**src/hw/rtl/can_rff_pkg.sv**
```systemverilog
package can_rff_pkg;

  localparam int CHANNELS       = 2;
  localparam int CH_W           = 1;
  localparam int DEF_RING_DEPTH = 16;

  localparam int OP_W     = 2;
  localparam int ID_W     = 29;
  localparam int DATA_W   = 64;
  localparam int TIME_W   = 32;
  localparam int CNT_W    = 32;
  localparam int FILL_W   = 5;
  localparam int WORD_W   = DATA_W + TIME_W;
  localparam int CFG_IDX_W = 1;

  localparam logic [OP_W-1:0] OP_FRAME = 2'd0;
  localparam logic [OP_W-1:0] OP_POP   = 2'd1;
  localparam logic [OP_W-1:0] OP_CLEAR = 2'd2;

  localparam logic [CFG_IDX_W-1:0] CFG_CH0_ID = 1'd0;
  localparam logic [CFG_IDX_W-1:0] CFG_CH1_ID = 1'd1;

  localparam logic [ID_W-1:0] RESET_CH0_ID = 29'h2901;
  localparam logic [ID_W-1:0] RESET_CH1_ID = 29'h2902;

  typedef struct packed {
    logic              frame_accepted;
    logic [CH_W-1:0]   channel_hit;
    logic              overwrote_oldest;
    logic              pop_valid;
    logic [FILL_W-1:0] fill_level;
    logic [CNT_W-1:0]  received_total;
    logic [CNT_W-1:0]  processed_total;
    logic [TIME_W-1:0] last_arrival;
  } res_t;

endpackage

```
**src/hw/rtl/can_rx_filter_fifo.sv**
```systemverilog
// Channel  | Handshake            | Word
// input    | start, busy          | in_operation, in_frame_id, in_frame_data,
//          |                      | in_arrival_time, in_channel_select
// result   | out_valid            | out_* (one word per accepted item)
// config   | cfg_we               | cfg_index, cfg_data
//
// One item per cycle while busy is low; its result strobes out_valid in the following cycle.
// A pop reads the ring memory at the accepting edge; the memory's output
// register supplies out_payload and out_payload_time in the result cycle.
// busy is set while rst_n is low and is cleared on any edge with rst_n high; no clearing pass.
// The receiver cannot stall: each result word is shown for one cycle only.
module can_rx_filter_fifo #(
  parameter int RING_DEPTH = can_rff_pkg::DEF_RING_DEPTH
) (
  input  logic                              clk,
  input  logic                              rst_n,
  input  logic                              start,
  output logic                              busy,
  input  logic [can_rff_pkg::OP_W-1:0]      in_operation,
  input  logic [can_rff_pkg::ID_W-1:0]      in_frame_id,
  input  logic [can_rff_pkg::DATA_W-1:0]    in_frame_data,
  input  logic [can_rff_pkg::TIME_W-1:0]    in_arrival_time,
  input  logic [can_rff_pkg::CH_W-1:0]      in_channel_select,
  input  logic                              cfg_we,
  input  logic [can_rff_pkg::CFG_IDX_W-1:0] cfg_index,
  input  logic [can_rff_pkg::ID_W-1:0]      cfg_data,
  output logic                              out_valid,
  output logic                              out_frame_accepted,
  output logic [can_rff_pkg::CH_W-1:0]      out_channel_hit,
  output logic                              out_overwrote_oldest,
  output logic                              out_pop_valid,
  output logic [can_rff_pkg::DATA_W-1:0]    out_payload,
  output logic [can_rff_pkg::TIME_W-1:0]    out_payload_time,
  output logic [can_rff_pkg::FILL_W-1:0]    out_fill_level,
  output logic [can_rff_pkg::CNT_W-1:0]     out_received_total,
  output logic [can_rff_pkg::CNT_W-1:0]     out_processed_total,
  output logic [can_rff_pkg::TIME_W-1:0]    out_last_arrival
);
  import can_rff_pkg::*;

  localparam int PTR_W  = $clog2(RING_DEPTH);
  localparam int ADDR_W = CH_W + PTR_W;

  logic              ram_we, ram_re;
  logic [ADDR_W-1:0] ram_addr;
  logic [WORD_W-1:0] ram_wdata, ram_rdata;
  res_t              res;

  can_rff_ctrl #(
    .RING_DEPTH (RING_DEPTH),
    .PTR_W      (PTR_W),
    .OCC_W      ($clog2(RING_DEPTH + 1)),
    .ADDR_W     (ADDR_W)
  ) u_ctrl (
    .clk               (clk),
    .rst_n             (rst_n),
    .start             (start),
    .busy              (busy),
    .in_operation      (in_operation),
    .in_frame_id       (in_frame_id),
    .in_frame_data     (in_frame_data),
    .in_arrival_time   (in_arrival_time),
    .in_channel_select (in_channel_select),
    .cfg_we            (cfg_we),
    .cfg_index         (cfg_index),
    .cfg_data          (cfg_data),
    .ram_we            (ram_we),
    .ram_re            (ram_re),
    .ram_addr          (ram_addr),
    .ram_wdata         (ram_wdata),
    .res_valid         (out_valid),
    .res               (res)
  );

  can_rff_ram #(
    .ADDR_W (ADDR_W),
    .WORD_W (WORD_W)
  ) u_ram (
    .clk   (clk),
    .we    (ram_we),
    .re    (ram_re),
    .addr  (ram_addr),
    .wdata (ram_wdata),
    .rdata (ram_rdata)
  );

  assign out_frame_accepted   = res.frame_accepted;
  assign out_channel_hit      = res.channel_hit;
  assign out_overwrote_oldest = res.overwrote_oldest;
  assign out_pop_valid        = res.pop_valid;
  assign out_payload          = res.pop_valid ? ram_rdata[WORD_W-1 -: DATA_W] : '0;
  assign out_payload_time     = res.pop_valid ? ram_rdata[TIME_W-1:0] : '0;
  assign out_fill_level       = res.fill_level;
  assign out_received_total   = res.received_total;
  assign out_processed_total  = res.processed_total;
  assign out_last_arrival     = res.last_arrival;

endmodule

```
**src/hw/rtl/can_rff_ram.sv**
```systemverilog
module can_rff_ram #(
  parameter int ADDR_W = can_rff_pkg::CH_W + $clog2(can_rff_pkg::DEF_RING_DEPTH),
  parameter int WORD_W = can_rff_pkg::WORD_W
) (
  input  logic              clk,
  input  logic              we,
  input  logic              re,
  input  logic [ADDR_W-1:0] addr,
  input  logic [WORD_W-1:0] wdata,
  output logic [WORD_W-1:0] rdata
);

  logic [WORD_W-1:0] mem_r [2**ADDR_W];
  logic [WORD_W-1:0] rdata_r;

  always_ff @(posedge clk) begin
    if (we) begin
      mem_r[addr] <= wdata;
    end
    if (re) begin
      rdata_r <= mem_r[addr];
    end
  end

  assign rdata = rdata_r;

endmodule

```
**src/hw/rtl/can_rff_ctrl.sv**
```systemverilog
module can_rff_ctrl #(
  parameter int RING_DEPTH = can_rff_pkg::DEF_RING_DEPTH,
  parameter int PTR_W      = $clog2(RING_DEPTH),
  parameter int OCC_W      = $clog2(RING_DEPTH + 1),
  parameter int ADDR_W     = can_rff_pkg::CH_W + PTR_W
) (
  input  logic                                clk,
  input  logic                                rst_n,
  input  logic                                start,
  output logic                                busy,
  input  logic [can_rff_pkg::OP_W-1:0]        in_operation,
  input  logic [can_rff_pkg::ID_W-1:0]        in_frame_id,
  input  logic [can_rff_pkg::DATA_W-1:0]      in_frame_data,
  input  logic [can_rff_pkg::TIME_W-1:0]      in_arrival_time,
  input  logic [can_rff_pkg::CH_W-1:0]        in_channel_select,
  input  logic                                cfg_we,
  input  logic [can_rff_pkg::CFG_IDX_W-1:0]   cfg_index,
  input  logic [can_rff_pkg::ID_W-1:0]        cfg_data,
  output logic                                ram_we,
  output logic                                ram_re,
  output logic [ADDR_W-1:0]                   ram_addr,
  output logic [can_rff_pkg::WORD_W-1:0]      ram_wdata,
  output logic                                res_valid,
  output can_rff_pkg::res_t                   res
);
  import can_rff_pkg::*;

  function automatic logic [PTR_W-1:0] ring_next(input logic [PTR_W-1:0] p);
    ring_next = (p == PTR_W'(RING_DEPTH - 1)) ? '0 : p + PTR_W'(1);
  endfunction

  logic [ID_W-1:0]   id0_r, id1_r;
  logic              busy_r;
  logic              res_valid_r;
  res_t              res_r, res_nxt;

  logic [PTR_W-1:0]  wp_r  [CHANNELS];
  logic [PTR_W-1:0]  wp_nxt[CHANNELS];
  logic [PTR_W-1:0]  rp_r  [CHANNELS];
  logic [PTR_W-1:0]  rp_nxt[CHANNELS];
  logic [OCC_W-1:0]  occ_r  [CHANNELS];
  logic [OCC_W-1:0]  occ_nxt[CHANNELS];
  logic [CNT_W-1:0]  rcv_r  [CHANNELS];
  logic [CNT_W-1:0]  rcv_nxt[CHANNELS];
  logic [CNT_W-1:0]  prc_r  [CHANNELS];
  logic [CNT_W-1:0]  prc_nxt[CHANNELS];
  logic [TIME_W-1:0] lt_r  [CHANNELS];
  logic [TIME_W-1:0] lt_nxt[CHANNELS];

  logic              acc;
  logic              match0, match1;
  logic [CH_W-1:0]   ch;

  assign acc    = start && !busy_r;
  assign match0 = (in_frame_id == id0_r);
  assign match1 = (in_frame_id == id1_r);
  assign ch     = (in_operation == OP_FRAME) ? (match0 ? '0 : CH_W'(1)) : in_channel_select;

  always_comb begin
    wp_nxt    = wp_r;
    rp_nxt    = rp_r;
    occ_nxt   = occ_r;
    rcv_nxt   = rcv_r;
    prc_nxt   = prc_r;
    lt_nxt    = lt_r;
    res_nxt   = '0;
    ram_we    = 1'b0;
    ram_re    = 1'b0;
    ram_addr  = {ch, wp_r[ch]};
    ram_wdata = {in_frame_data, in_arrival_time};
    if (acc) begin
      unique case (in_operation)
        OP_FRAME: begin
          if (match0 || match1) begin
            ram_we      = 1'b1;
            wp_nxt[ch]  = ring_next(wp_r[ch]);
            if (occ_r[ch] >= OCC_W'(RING_DEPTH)) begin
              rp_nxt[ch] = ring_next(rp_r[ch]);
              res_nxt.overwrote_oldest = 1'b1;
            end else begin
              occ_nxt[ch] = occ_r[ch] + OCC_W'(1);
            end
            rcv_nxt[ch] = rcv_r[ch] + CNT_W'(1);
            lt_nxt[ch]  = in_arrival_time;
            res_nxt.frame_accepted  = 1'b1;
            res_nxt.channel_hit     = ch;
            res_nxt.fill_level      = FILL_W'(occ_nxt[ch]);
            res_nxt.received_total  = rcv_nxt[ch];
            res_nxt.processed_total = prc_r[ch];
            res_nxt.last_arrival    = in_arrival_time;
          end
        end
        OP_POP: begin
          if (occ_r[ch] != '0) begin
            ram_re      = 1'b1;
            ram_addr    = {ch, rp_r[ch]};
            rp_nxt[ch]  = ring_next(rp_r[ch]);
            occ_nxt[ch] = occ_r[ch] - OCC_W'(1);
            prc_nxt[ch] = prc_r[ch] + CNT_W'(1);
            res_nxt.pop_valid = 1'b1;
          end
          res_nxt.channel_hit     = ch;
          res_nxt.fill_level      = FILL_W'(occ_nxt[ch]);
          res_nxt.received_total  = rcv_r[ch];
          res_nxt.processed_total = prc_nxt[ch];
          res_nxt.last_arrival    = lt_r[ch];
        end
        OP_CLEAR: begin
          res_nxt.channel_hit     = ch;
          res_nxt.fill_level      = FILL_W'(occ_r[ch]);
          res_nxt.received_total  = rcv_r[ch];
          res_nxt.processed_total = prc_r[ch];
          res_nxt.last_arrival    = lt_r[ch];
          rcv_nxt[ch] = '0;
          prc_nxt[ch] = '0;
        end
        default: begin
        end
      endcase
    end
  end

  always_ff @(posedge clk) begin
    if (!rst_n) begin
      busy_r      <= 1'b1;
      res_valid_r <= 1'b0;
      id0_r       <= RESET_CH0_ID;
      id1_r       <= RESET_CH1_ID;
      wp_r        <= '{default: '0};
      rp_r        <= '{default: '0};
      occ_r       <= '{default: '0};
      rcv_r       <= '{default: '0};
      prc_r       <= '{default: '0};
      lt_r        <= '{default: '0};
    end else begin
      busy_r      <= 1'b0;
      res_valid_r <= acc;
      if (cfg_we) begin
        unique case (cfg_index)
          CFG_CH0_ID: id0_r <= cfg_data;
          CFG_CH1_ID: id1_r <= cfg_data;
          default: begin
          end
        endcase
      end
      wp_r  <= wp_nxt;
      rp_r  <= rp_nxt;
      occ_r <= occ_nxt;
      rcv_r <= rcv_nxt;
      prc_r <= prc_nxt;
      lt_r  <= lt_nxt;
    end
  end

  always_ff @(posedge clk) begin
    if (acc) begin
      res_r <= res_nxt;
    end
  end

  assign busy      = busy_r;
  assign res_valid = res_valid_r;
  assign res       = res_r;

endmodule

```
**config.mk**
```make
export PLATFORM = sky130hd
export DESIGN_NAME = can_rx_filter_fifo
export DESIGN_NICKNAME = d
export VERILOG_FILES = /design/src/hw/rtl/can_rff_pkg.sv /design/src/hw/rtl/can_rx_filter_fifo.sv /design/src/hw/rtl/can_rff_ram.sv /design/src/hw/rtl/can_rff_ctrl.sv
export SDC_FILE = /design/constraint.sdc
export NUM_CORES = 2
export LEC_CHECK = 0
export ABC_CLOCK_PERIOD_IN_PS = 17000
export BUFFER_PORTS_ARGS = -buffer_cell sky130_fd_sc_hd__buf_2
export CAP_MARGIN = 0
export CORE_UTILIZATION = 30
export DETAILED_ROUTE_END_ITERATION = 10
export PLACE_DENSITY = 0.43
export SYNTH_ARGS = -nofsm -noshare
export SYNTH_HDL_FRONTEND = slang
export SYNTH_SLANG_ARGS = --single-unit
```
**constraint.sdc**
```tcl
create_clock -name clk -period 17 [get_ports clk]
set_clock_uncertainty 0.2 [all_clocks]
set_input_delay 0.85 -clock clk [delete_from_list [all_inputs] [get_ports clk]]
set_output_delay 0.85 -clock clk [all_outputs]
set_load 0.05 [all_outputs]
```
Word-level counts from Yosys, hierarchy flattened
Memories as Yosys holds them, arrays and structs flattened. A register that Yosys moved wholly into a read port is not among the register bits.
Cells that the tools add are included.
{"block": "classes", "n_eq_ne": 9, "reduce_logical": 18, "n_bitwise": 5, "addsub": 6, "n_lt_le_gt_ge": 3, "n_mux": 78}
{"cell": "two-way mux 32 bit", "n": 17}
{"cell": "one-hot mux 101 bit (3 select lines)", "n": 1}
{"cell": "one-hot mux 64 bit (2 select lines)", "n": 2}
{"cell": "bitwise mux 64 bit", "n": 3}
{"cell": "two-way mux 64 bit", "n": 3}
{"cell": "AND 64 bit", "n": 2}
{"cell": "two-way mux 101 bit", "n": 1}
{"cell": "adder 32 x 1 -> 32 bit (second input constant)", "n": 2}
{"cell": "inverter 64 bit", "n": 1}
{"cell": "equality test 29 bit", "n": 2}
{"cell": "two-way mux 5 bit", "n": 10}
{"cell": "two-way mux 4 bit", "n": 12}
{"cell": "demux 32 bit (select 1 bit)", "n": 1}
{"cell": "two-way mux 10 bit", "n": 3}
{"cell": "two-way mux 8 bit", "n": 3}
{"cell": "bitwise mux 10 bit", "n": 2}
{"cell": "one-hot mux 10 bit (2 select lines)", "n": 1}
{"cell": "bitwise mux 8 bit", "n": 2}
{"cell": "one-hot mux 8 bit (2 select lines)", "n": 1}
{"cell": "two-way mux 1 bit", "n": 12}
{"cell": "AND reduction 3 bit", "n": 3}
{"cell": "adder 4 x 1 -> 4 bit (second input constant)", "n": 2}
{"cell": "equality test 4 bit (second input constant)", "n": 2}
{"cell": "AND reduction 2 bit", "n": 4}
{"cell": "other kinds (23)", "n": 27}
{"block": "totals", "inputBits": 162, "mem_bits_rw": 3072, "output_inout_bits": 203, "register_bits": 383, "n_memories": 1}
{"name": "u_ram.mem_r", "depth": 32, "word_bits": 96, "rd": 1, "rd_ports_with_merged_regs": 1, "write_ports": 1, "line": "can_rff_ram.sv:13", "source": "logic [WORD_W-1:0] mem_r [2**ADDR_W];"}

Longest topological paths before layout
{"block": "depth", "word_depth": 15, "mapped_depth": 26, "ltp_nobuf": 18}

Modules after synthesis
A second synthesis with hierarchy kept.
{"block": "unflattened", "hier_cells": 8822, "area_unflattened_um2": 140735.0}
{"module": "can_rff_ram", "cells_each": 6172, "area_each_um2": 118986.6, "n_inst": 1}
{"module": "can_rff_ctrl", "cells_each": 2544, "area_each_um2": 21066.5, "n_inst": 1}
{"module": "can_rx_filter_fifo", "cells_each": 106, "area_each_um2": 681.9, "n_inst": 1}

Least setup slack after synthesis
Ideal clock, no wire load.
{"block": "synth_timing", "path_type": "input-to-reg", "start": "input in_operation[0] in the netlist's numbering", "end": "memory u_ram.mem_r[10][0] in the netlist's numbering (enable)", "path_stages": 18, "n_path_buf": 5, "arrival_ns": 13.113, "required_ns": 16.248, "setup_slack_ns": 3.135, "path_cell_list": "inv_1 ha_1 nand2_1 nor4_2 a21oi_2 buf_2 mux2i_1 ha_1 or4b_1 buf_2 nand3_4 mux2i_1 o21a_1 buf_2 clkbuf_1 buf_1 nand3_1 nor2_1"}
{"block": "synth_between", "elab_chain_cells": 10, "word_cells_on_any_way": 21, "cone_classes": "eq/ne (1); mux (17); bitwise (1); reduce/logical (2)"}
{"item": "start: declaration", "line": "can_rx_filter_fifo.sv:19", "source": "input logic [can_rff_pkg::OP_W-1:0] in_operation,"}
{"item": "logical NOT 2 bit", "line": "can_rff_ctrl.sv:57, can_rff_ctrl.sv:72"}
{"item": "two-way mux 1 bit", "line": "can_rff_ctrl.sv:57", "source": "assign ch = (in_operation == OP_FRAME) ? (match0 ? '0 : CH_W'(1)) : in_channel_select;"}
{"item": "inverter 1 -> 2 bit (not written as such)", "line": "can_rff_ctrl.sv:69, can_rff_ctrl.sv:94, can_rff_ctrl.sv:96"}
{"item": "two-way mux 5 bit (not written as such) (3 in a row)", "line": "can_rff_ctrl.sv:94", "source": "if (occ_r[ch] != '0) begin"}
{"item": "nonzero test 5 bit", "line": "can_rff_ctrl.sv:94"}
{"item": "two-way mux 4 bit", "line": "can_rff_ctrl.sv:94"}
{"item": "two-way mux 4 bit", "line": "can_rff_ctrl.sv:72", "source": "unique case (in_operation)"}
{"item": "two-way mux 4 bit", "line": "can_rff_ctrl.sv:71", "source": "if (acc) begin"}
{"item": "end: declaration", "line": "can_rff_ram.sv:13"}
Parallel ways exist; a longest one is shown, timed or not. The select of a mux whose other input is x is not followed.

Final worst setup path
{"block": "layout_timing", "start": "register u_ctrl.id0_r[1]", "end": "register u_ram.rdata_r[56] (netlist: u_ram.rdata[56]) (read register of u_ram.mem_r), data pin"}
{"block": "layout_between", "elab_chain_cells": 11, "word_cells_on_any_way": 20, "cone_classes": "eq/ne (1); mux (17); bitwise (1); reduce/logical (1)"}
{"item": "start: declaration", "line": "can_rff_ctrl.sv:32", "source": "logic [ID_W-1:0] id0_r, id1_r;"}
{"item": "start signal: assignment", "line": "can_rff_ctrl.sv:140", "source": "CFG_CH0_ID: id0_r <= cfg_data;"}
{"item": "equality test 29 bit *", "line": "can_rff_ctrl.sv:55", "source": "assign match0 = (in_frame_id == id0_r);"}
{"item": "two-way mux 1 bit * (2 in a row)", "line": "can_rff_ctrl.sv:57"}
{"item": "inverter 1 -> 2 bit (not written as such)", "line": "can_rff_ctrl.sv:69, can_rff_ctrl.sv:94, can_rff_ctrl.sv:96"}
{"item": "two-way mux 5 bit (not written as such) (3 in a row)", "line": "can_rff_ctrl.sv:94"}
{"item": "nonzero test 5 bit", "line": "can_rff_ctrl.sv:94"}
{"item": "two-way mux 4 bit / two-way mux 1 bit (equally long branches)", "line": "can_rff_ctrl.sv:94"}
{"item": "two-way mux 4 bit / two-way mux 1 bit (equally long branches)"}
{"item": "two-way mux 4 bit / two-way mux 1 bit (equally long branches)", "line": "can_rff_ctrl.sv:71"}
{"item": "end: declaration", "line": "can_rff_ram.sv:14", "source": "logic [WORD_W-1:0] rdata_r;"}
Every way passes the cells marked *; elsewhere a longest branch is shown, timed or not. The select of a mux whose other input is x is not followed.
A chain may end at the register's enable or synchronous reset.

==> flow_summary.toml <==
[logic_synthesis]
synth_compound_area_share_pct = 5.944
syn_avg_cell_area_um2 = 15.51
async_flop_share_pct = 0
syn_inst = 9020
yosysMostFrequentCell = "edfxtp_1"
synth_common_cells = "3,273 x edfxtp_1, 1,474 x mux2i_1, 901 x nand2_1"
ys_ff_latch = 3551
ys_top_cells_by_area = "edfxtp_1 70%, mux2i_1 11%, dfxtp_1 4.0%, o22ai_1 3.2%, nand2_1 2.4%"
synthDistinctLibCells = 78
synthesis.nets = 9193
synth-simple-area-share_pct = 6.228
synth_top_area_cell = "edfxtp_1"
synthXorXnorAreaFrac_pct = 0.8705
synth_top_family_by_area = "multiplexers"
seq_area_frac_synth_pct = 74.25
synth-main-ff-cell = "edfxtp_1"
synth.top_cell.area_share_pct = 70.28
ys_warn_count = 0
synth.area.mux_share_pct = 10.66
synth_edf_count = 3273
netlist_area_um2 = 139900
synthAdderAreaFrac_pct = 0.09841

[global_route]
antenna_found_initial = 66
grtUsageTotal_pct = 20.18
grt-ovfl-total = 0
grt_first_pass_wirelength_um = 672800
grt_pass1_vias = 82630
grt_max_degree = 153

[clock_tree]
cts_buffer_depth = 4
cts_setup_buffers = 0
cts_tree = "done"
cts_root_buf = "clkbuf_16"
hold_buffers = 29
clk_latency_ps = 980
ctsResizeCount = 0
htreeDepth = 5
clk_pin_slew_worst_paths_ps = 70
numCtsBuffers = 403
clock-sinks = 3551

[pwr]
ir_worst_vdd_mv = 0.08408
internal_power_mw = 14.48
powerDensity_nw_per_um2 = 114.0
clkPwrFrac_pct = 45.8
total_power_mw = 18.46
sw_frac_of_total_pct = 21.56
p_sw_mw = 3.980
leakagePower_nw = 61.15
pwr-share-comb_pct = 2.5
p_seq_share_pct = 51.8

[die]
rows = 250
die-area_um2 = 468900
die_height_um = 684.8
ios = 365
core_um2 = 463900
die_w_um = 684.8
initial_core_util_pct = 30.15

[run_status]
outcome = "finished clean"

[placement]
gp_congestion = 0.7754
port_buffers = 364
hpwl_um = 246700
placed_cell_area_um2 = 149000
post-place-cells = 15210

[route]
routed_wl_um = 489800
avgRoutedWirePerCell_um = 30.62
ant_nets = 0
drtPass1Iterations = 6
drcViolationCount = 0
detail_route.iter0.violations = 7538
vias = 83340
viasPerCell = 5.210

[sta]
worst_hold_slack_ps = 155.7
finalHoldViolCount = 0
setup_tns_ps = 0
finalSetupViolCount = 0
worstMarginPinSlew_ps = 1438
min_period_ps = 9728
period_share_pct = 57.22
rsz0062_at_grt = "no"
fmaxAchievable_mhz = 102.8
slew_headroom_pct = 3.467
final_max_slew_viol_count = 0

[setup_path]
slowest_delay_ps = 890
crit_fanout = 85
worst-setup-path-type = "reg2reg"
r2r-start = "u_ctrl.id0_r[1]$_SDFFE_PN0P_"
cp.required_ps = 17490
critPathCaptureType = "register"
cp_common_cell = "buf_4"
crit_path_top_delay_cell = "buf_4"
crit_arrival_ps = 10210
path_cells = "xnor2_1, nand4_1, nor4_2, a21oi_4, buf_12, mux2i_1, ha_1, or4b_1, nand3_4, mux2i_1, mux2_8, buf_4, buf_4, buf_4, buf_4, mux2i_1, o22ai_1, nor4_1, nand2_1"
startpoint_type = "register"
startpoint = "u_ctrl.id0_r[1]$_SDFFE_PN0P_"

[run]
drv_cap = 0

[final_layout]
nFillCells = 44160
final_nets = 9645
finalNonFillerCells = 16000
layout-drive-gt1-share_pct = 12.56
postLayoutCellArea_um2 = 162000
area_growth_syn_to_layout_pct = 15.81

[hold_path]
min_path_type = "in2reg"
hold_start = "in_frame_data[2]"
## layout make-up
type / count / area (um2) / share of cell area (%)
sequential: 3551 / 103900 / 64.12
multi-input combinational: 4903 / 33790 / 20.86
clock buffer: 504 / 10580 / 6.531
tap: 6174 / 7725 / 4.769
timing repair buffer: 589 / 3821 / 2.359
clock inverter: 237 / 2079 / 1.284
inverter: 24 / 97.59 / 0.06025
antenna: 14 / 35.03 / 0.02163
## final timing paths
check                                  endpoint  slack [ps]  cells after the start
hold / removal    u_ram.mem_r[18][34]$_DFFE_PP_         160                      1
setup reg to reg      u_ram.rdata[56]$_DFFE_PP_        7270                     19
setup / recovery      u_ram.rdata[56]$_DFFE_PP_        7270                     19
hold reg to reg     u_ctrl.lt_r[9]$_SDFFE_PN0P_         250                      2
## kinds of logic (layout without fill, tap and decap cells)
kind of cell,Yosys count,count (layout)
other,0,14
AOI/OAI and AO/OA,1366,1366
xor gates and xnor gates,139,139
adders and majority gates,11,11
DFF,3551,3551
buffers and inverters,566,1354
muxes,1488,1488
and+or+nand+nor,1899,1899
## stage by stage
| stage | util (%) | worst slack [ps] |
|---|---|---|
| 2_1_floorplan | - | 3135 |
| 3_3_place_gp | 32.12 | 6785 |
| 3_5_place_dp | 32.12 | 6625 |
| 4_1_cts | 34.91 | 7324 |
| 5_1_grt | 34.91 | 6643 |
| 6_report | 34.92 | 7272 |
## registers in the layout, summed over array words and instances, names as in the netlist, named ones only
signal	count
u_ctrl.busy	1
u_ctrl.id0_r	29
u_ctrl.id1_r	29
u_ctrl.lt_r	64
u_ctrl.occ_r	10
u_ctrl.prc_r	64
u_ctrl.rcv_r	62
u_ctrl.res	105
u_ctrl.res_valid	1
u_ctrl.rp_r	8
u_ctrl.wp_r	8
u_ram.mem_r	3072
u_ram.rdata	96
## critical path, delay by kind of cell, from the launching register on
family	cells	cell delay (ps)
buffers and inverters	5	3690
and+or+nand+nor	6	2020
muxes	4	1920
DFF	1	320
adders and majority gates	1	310
AOI/OAI and AO/OA	2	250
xor gates and xnor gates	1	230
## power groups by stage
stage | clock network (mW) | logic [mW] | registers, mW
after detailed placement | 0 | 0.454 | 9.74
after global placement | 0 | 0.448 | 9.74
after global routing | 8.94 | 0.487 | 9.55
final | 8.45 | 0.455 | 9.56
after floorplan | 0 | 0.162 | 9.77
after CTS | 8.63 | 0.461 | 9.55
## cells in the final DEF, fill, tap and decap left out, types with 35 or more instances in the layout
cell type	netlist	layout
buf_2	224	364
buf_4	29	177
dfxtp_1	278	278
nor2_1	338	301
a31oi_1	45	45
clkbuf_16	0	407
nor4_1	194	193
clkinv_1	0	88
edfxtp_1	3273	3273
and3_1	57	57
o22ai_1	714	714
xnor2_1	99	99
clkinv_2	0	79
nand3_1	128	126
a21oi_1	341	340
and2_1	113	113
mux2i_1	1474	1472
nand2_1	901	896
o21ai_0	101	99
nor2_4	0	35
xor2_1	40	40
nor3_1	38	37
clkbuf_1	245	94
a22oi_1	35	35
## per-layer routing
layer,vias up,part of all wire (%),routed length (um),global-route usage [%]
li1,35910,-,-,-
met1,44300,45,218700,27.85
met2,2545,49,238100,34.32
met3,581,4.9,24100,2.346
met4,8,1.8,8847,3.917
met5,-,0.011,52,0
No activity file was read; power rests on OpenSTA's default activity.
